File: src/hdl/tps_pkg.sv
// Shared types and constants for the triangle plane splitter.
`timescale 1ns / 1ps
package tps_pkg;
    localparam int CoordW = 32;
    localparam int DistW  = 68;
    localparam int QW     = 33;

    typedef logic signed [CoordW-1:0] t_coord;
    typedef logic signed [DistW-1:0]  t_dist;

    // register indexes
    localparam logic [2:0] RegOx = 3'd0;
    localparam logic [2:0] RegOy = 3'd1;
    localparam logic [2:0] RegOz = 3'd2;
    localparam logic [2:0] RegNx = 3'd3;
    localparam logic [2:0] RegNy = 3'd4;
    localparam logic [2:0] RegNz = 3'd5;

    // datapath commands from the controller
    typedef struct packed {
        logic       load;      // capture input triangle
        logic       mul_en;    // one product of the plane value
        logic [1:0] mul_v;     // vertex index
        logic [1:0] mul_k;     // axis index
        logic       mul_clr;   // clear accumulator
        logic       d_store;   // store accumulator to d[mul_v]
        logic       div_start; // start a division
        logic       div_seg;   // 0: seg maj2->lone, 1: lone->maj1
        logic       div_step;  // one quotient bit
        logic       lerp_en;   // one interpolation product
        logic [1:0] lerp_k;
        logic       classify;  // evaluate signs, pick roles
        logic       out_load;  // load output register
        logic [1:0] out_sel;   // which result
    } t_cmd;

    typedef struct packed {
        logic split;           // triangle crosses plane
    } t_stat;
endpackage

File: src/hdl/tps_ctrl.sv
// Controller: sequences plane values, divisions, interpolation and output.
`timescale 1ns / 1ps
module tps_ctrl (
    input  logic           i_clk,
    input  logic           i_rst_n,
    input  logic           i_in_valid,
    output logic           o_in_ready,
    output logic           o_out_valid,
    input  logic           i_out_ready,
    output tps_pkg::t_cmd  o_cmd,
    input  tps_pkg::t_stat i_stat
);
    import tps_pkg::*;

    typedef enum logic [3:0] {
        S_IDLE, S_MUL, S_STORE, S_CLASS, S_DSTART, S_DIV, S_LERP, S_LWAIT,
        S_OUT, S_HOLD
    } t_state;

    t_state     r_state;
    logic [1:0] r_v, r_k;
    logic       r_seg;
    logic [5:0] r_cnt;
    logic [1:0] r_osel;
    logic       r_ovalid;

    always_comb begin
        o_cmd = '0;
        o_cmd.load    = (r_state == S_IDLE) && i_in_valid;
        o_cmd.mul_en  = (r_state == S_MUL);
        o_cmd.mul_v   = r_v;
        o_cmd.mul_k   = r_k;
        o_cmd.mul_clr = (r_k == 2'd0);
        o_cmd.d_store = (r_state == S_STORE);
        o_cmd.classify  = (r_state == S_CLASS);
        o_cmd.div_start = (r_state == S_DSTART);
        o_cmd.div_seg   = r_seg;
        o_cmd.div_step  = (r_state == S_DIV);
        o_cmd.lerp_en   = (r_state == S_LERP);
        o_cmd.lerp_k    = r_k;
        o_cmd.out_load  = (r_state == S_OUT);
        o_cmd.out_sel   = r_osel;
    end

    assign o_in_ready  = (r_state == S_IDLE);
    assign o_out_valid = r_ovalid;

    always_ff @(posedge i_clk) begin
        if (!i_rst_n) begin
            r_state  <= S_IDLE;
            r_v      <= '0;
            r_k      <= '0;
            r_seg    <= 1'b0;
            r_cnt    <= '0;
            r_osel   <= '0;
            r_ovalid <= 1'b0;
        end else begin
            unique case (r_state)
                S_IDLE: if (i_in_valid) begin
                    r_state <= S_MUL; r_v <= '0; r_k <= '0;
                end
                S_MUL: begin
                    if (r_k == 2'd2) begin r_k <= '0; r_state <= S_STORE; end
                    else r_k <= r_k + 2'd1;
                end
                S_STORE: begin
                    if (r_v == 2'd2) r_state <= S_CLASS;
                    else begin r_v <= r_v + 2'd1; r_state <= S_MUL; end
                end
                S_CLASS: begin
                    r_seg <= 1'b0; r_osel <= '0; r_state <= S_DSTART;
                end
                S_DSTART: begin
                    if (!i_stat.split) r_state <= S_OUT;
                    else begin r_cnt <= '0; r_state <= S_DIV; end
                end
                S_DIV: begin
                    r_cnt <= r_cnt + 6'd1;
                    if (r_cnt == 6'd32) begin r_k <= '0; r_state <= S_LERP; end
                end
                S_LERP: begin
                    if (r_k == 2'd2) begin r_k <= '0; r_state <= S_LWAIT; end
                    else r_k <= r_k + 2'd1;
                end
                S_LWAIT: begin
                    if (!r_seg) begin r_seg <= 1'b1; r_state <= S_DSTART; end
                    else r_state <= S_OUT;
                end
                S_OUT: begin
                    r_ovalid <= 1'b1; r_state <= S_HOLD;
                end
                S_HOLD: if (i_out_ready) begin
                    r_ovalid <= 1'b0;
                    if (!i_stat.split || r_osel == 2'd2) r_state <= S_IDLE;
                    else begin r_osel <= r_osel + 2'd1; r_state <= S_OUT; end
                end
                default: r_state <= S_IDLE;
            endcase
        end
    end
endmodule

File: config.mk
export PLATFORM = sky130hd
export DESIGN_NAME = tps_ctrl
export DESIGN_NICKNAME = d
export VERILOG_FILES = /design/src/hdl/tps_pkg.sv /design/src/hdl/tps_ctrl.sv
export SDC_FILE = /design/constraint.sdc
export NUM_CORES = 1
export LEC_CHECK = 0
export ABC_AREA = 1
export BUFFER_PORTS_ARGS = -buffer_cell sky130_fd_sc_hd__buf_2
export CAP_MARGIN = 25
export CORE_MARGIN = 3
export CORE_UTILIZATION = 52
export DETAILED_ROUTE_END_ITERATION = 8
export PLACE_DENSITY = 0.77
export SYNTH_ARGS = -nofsm -noshare
export SYNTH_HDL_FRONTEND = slang
export SYNTH_SLANG_ARGS = --single-unit
File: constraint.sdc
create_clock -name i_clk -period 1.5 [get_ports i_clk]
set_input_delay 0.225 -clock i_clk [delete_from_list [all_inputs] [get_ports i_clk]]
set_output_delay 0.225 -clock i_clk [all_outputs]
set_load 0.05 [all_outputs]
### Word level (Yosys, flattened, before mapping)

Cells that the tools add are included.

* flip-flop bits (word level): 18
* input port bits: 5
* output and inout port bits: 20
* word-level logic and storage cells: 74

* add/sub/neg operators: 4
* equality and inequality tests: 21
* mux-type cells: 24
* reductions and logical operators: 18

Operators with widths (number)
* $pmux W4 S10: 1
* $mux W4: 8
* $eq A4 B3 Y1 const B: 4
* $mux W2: 7
* $pmux W6 S2: 1
* $reduce_bool A2 Y1: 5
* $reduce_and A3 Y1: 3
* $eq A4 B2 Y1 const B: 2
* $eq A4 B4 Y1 const B: 2
* $ne A2 B1 Y1 const B: 4
* $ne A2 B2 Y1 const B: 4
* $pmux W2 S2: 2
* $add A2 B1 Y2 const B: 3
* $add A6 B1 Y6 const B: 1
* $eq A2 B2 Y1 const B: 3
* $eq A6 B6 Y1 const B: 1
* $mux W6: 1
* $pmux W2 S3: 1
* $reduce_and A5 Y1: 1
* $eq A4 B1 Y1 const B: 1
* $logic_not A4 Y1: 1
* $pmux W1 S2: 2
* $reduce_and A2 Y1: 2
* $reduce_bool A3 Y1: 1
* other kinds (6): 6

### Logic depth before layout (Yosys ltp)

* depth in word-level cells: 5
* depth in mapped cells: 9
* depth with buffers taken out: 9

### Worst setup path after synthesis

No wires, ideal clock.

* kind: register -> register
* start: reg r_k[1]
* end: reg r_k[0]
* library setup time: 64 ps
* arrival time: 1591 ps
* required time: 1436 ps
* path slack: -155 ps
* stages on the path, launching flop included: 6
* buffers on the path: 0
* clock period less this slack: 1655 ps
* path through: dfxtp_1 > nor2_1 > nand2_1 > nand3_1 > nand2_1 > nor2_1

* longest elaborated chain between the ends: 3

Ends and longest elaborated chain
* from (decl): RTL line tps_ctrl.sv:21 `logic [1:0] r_v, r_k;`
* from (signal assigned): RTL line tps_ctrl.sv:64 `else r_k <= r_k + 2'd1;`
* from (signal assigned): RTL line tps_ctrl.sv:83 `else r_k <= r_k + 2'd1;`
* $eq A2 B2 Y1: RTL line tps_ctrl.sv:63, tps_ctrl.sv:82
* $mux W2: RTL line tps_ctrl.sv:63, tps_ctrl.sv:82
* $pmux W2 S3: RTL line tps_ctrl.sv:58 `unique case (r_state)`

Every way passes these cells.
A chain may end at the register's enable or synchronous reset.

==> out/qor.csv <==
metric,value,unit
drive_above_1_share,32.55,%
finalHoldViolations,0,
synth_xor_area_share,0.7865,%
vdd_ir_drop_max,1613,uV
worstSetupPathType,flop to output port,
synthesis.area,0.001114,mm^2
total_power,3.255,mW
placed_area,0.001249,mm^2
place_ws,114.6,ps
initial_core_util,55.63,%
synthDominantCellAreaShare,32.36,%
crit_path_start_kind,flop,
yosysWarnings,0,
antenna_found_initial,0,
clkSinkCount,18,
netlist_instances,179,
cap_violations,0,
p_leak,0.7416,nW
ys_types,21,
area_delta_synth_final,32.81,%
violations,setup timing,
path_cells,nor2_4 -> nand2_2 -> nor2_2 -> buf_6,
core_area,0.002002,mm^2
syn_area_per_cell,6.221,um^2
tightest_slew,286.0,ps
hold_class,input pin to flop,
fillers,154,
synth_top_family_by_area,simple AND/OR/NAND/NOR gates,
r2r_cells,9,
vias_per_cell,5.176,
yosysSeqAreaShare,32.36,%
track_usage,22.57,%
finish.net_count,222,
hold_depth,3,
via_count,1237,
cts_buffers,3,
drc,0,
synth_common_cells,"nand2_1 (44), nor2_1 (31), inv_1 (27)",
yosysTopAreaCell,dfxtp_1,
synth_ff_type,dfxtp_1,
synth_fp_nets,188,
place.port_buffers,24,
grt_overflow,0,
outcome,finished with violations,
setup_slack,-11.35,ps
post-synth-top-count-cell,nand2_1,
crit_path_max_incr_delay,380,ps
cts_buffer_depth,2,
io_pins,25,
cts_max_level,1,
clock_latency,310,ps
drt-total-wl,2828,um
maxSlewViolCount,0,
whs,226.2,ps
fin_tns_setup,-11.35,ps
synth_area_leaders,"dfxtp_1 (32%), nand2_1 (15%), nor2_1 (10%), inv_1 (9.1%), nand3_1 (5.4%)",
grt_pass1_vias,1159,
fin_worst_skew,8.616,ps
synth_edf_count,0,
cp_max_fo,6,
fin_crit_sh,100.8,%
avgRoutedWirePerCell,11.83,um
stdcell_count,239,
hold_buffers,0,
final_util,73.88,%
finalCriticalPeriod,1511,ps
gp_congestion,0.8203,
die_area,0.002733,mm^2
cts-root-buf,clkbuf_4,
grt_pass1_wl,4671,um
synthAdderAreaFrac,4.494,%
required,1270,ps
row_count,16,
drtAntennaViolNets,0,
grt_start_max_net_pins,12,
slew_headroom,80.91,%
cp.arrival,1290,ps
setup-violations-final,1,
diodes,0,
drt_pass1_iterations,4,
place_hpwl,1930,um
slowest_stage,dfxtp_4,
yosys.area_share.simple,41.91,%
synth.ff_latch_count,18,
synth_mux_area_share,0,%
async_flop_share,0,%
fin_area,0.001479,mm^2
rsz0062_at_grt,true,
powerDensity,2201,mW/mm^2
drt-initial-drc-count,61,
die_x,52.28,um
synth_compound_area_share,7.978,%
clock.fmax,0.6617,GHz
dp_cells,226,
cts_tree,yes,
cp-end-kind,output port,
die_h,52.28,um
clkTransAtPathRegs,110,ps
cells by family (layout without fill, tap and decap cells):
logic type,Yosys count,in the layout
xor gates and xnor gates,1,1
adders and majority gates,4,4
and+or+nand+nor,105,105
buffers and inverters,34,67
DFF,18,18
AOI/OAI and AO/OA,17,17
state kept, by name, indices dropped and copies added (netlist names):
| register | flops |
|---|---|
| r_v | 2 |
| o_out_valid | 1 |
| r_osel | 2 |
| r_seg | 1 |
| r_cnt | 6 |
| r_state | 4 |
| r_k | 2 |
path summary, 6_finish.rpt:
path	startpoint	to	slack, ps
setup / recovery	r_state[3]$_SDFFE_PN0P_	o_cmd[17]	-10
hold / removal	i_rst_n	r_state[3]$_SDFFE_PN0P_	230
setup reg to reg	r_state[3]$_SDFFE_PN0P_	r_state[3]$_SDFFE_PN0P_	60
hold reg to reg	r_osel[0]$_SDFFE_PN0P_	r_osel[0]$_SDFFE_PN0P_	490
power by group:
part / switching [mW] / internal [mW]
logic: 1.48 / 0.717
registers: 0.144 / 0.606
clock network: 0.162 / 0.148
total: 1.78 / 1.47
layer usage:
layer | GRT usage, % | vias to the layer above | routed length (um)
li1 | - | 623 | -
met1 | 25.83 | 561 | 1198
met2 | 41.21 | 48 | 1424
met3 | 3.134 | 5 | 162
met4 | 9.787 | 0 | 42
met5 | 0 | - | 0
timing repair:
item,4_1_cts,5_1_grt
setup endpoints to repair,9,11
setup buffers,2,7
pin swaps,3,6
resized for setup,30,15
area by class of cell:
| class | instances | area (um^2) | area share [%] |
|---|---|---|---|
| Sequential cell | 18 | 376.6 | 25.47 |
| Multi-Input combinational cell | 127 | 666.9 | 45.09 |
| Inverter | 30 | 113.9 | 7.699 |
| Clock buffer | 4 | 36.28 | 2.453 |
| Timing Repair Buffer | 33 | 251.5 | 17.01 |
| Tap cell | 27 | 33.78 | 2.284 |
placed cells by master, fill, tap and decap left out, drive strengths merged:
master / instances
a21oi: 10
buf: 33
clkbuf: 4
clkinv: 1
dfxtp: 18
ha: 4
inv: 29
nand2: 47
nand3: 13
nand3b: 1
nand4: 5
nor2: 37
nor3: 2
o21ai: 7
xor2: 1
worst max-delay path, delay by kind of cell, from the launching register on:
| kind | cells | cell delay (ps) |
|---|---|---|
| buffers and inverters | 1 | 160 |
| AND/OR/NAND/NOR | 3 | 430 |
| flip-flops | 1 | 380 |
No activity file was read; power rests on OpenSTA's default activity.
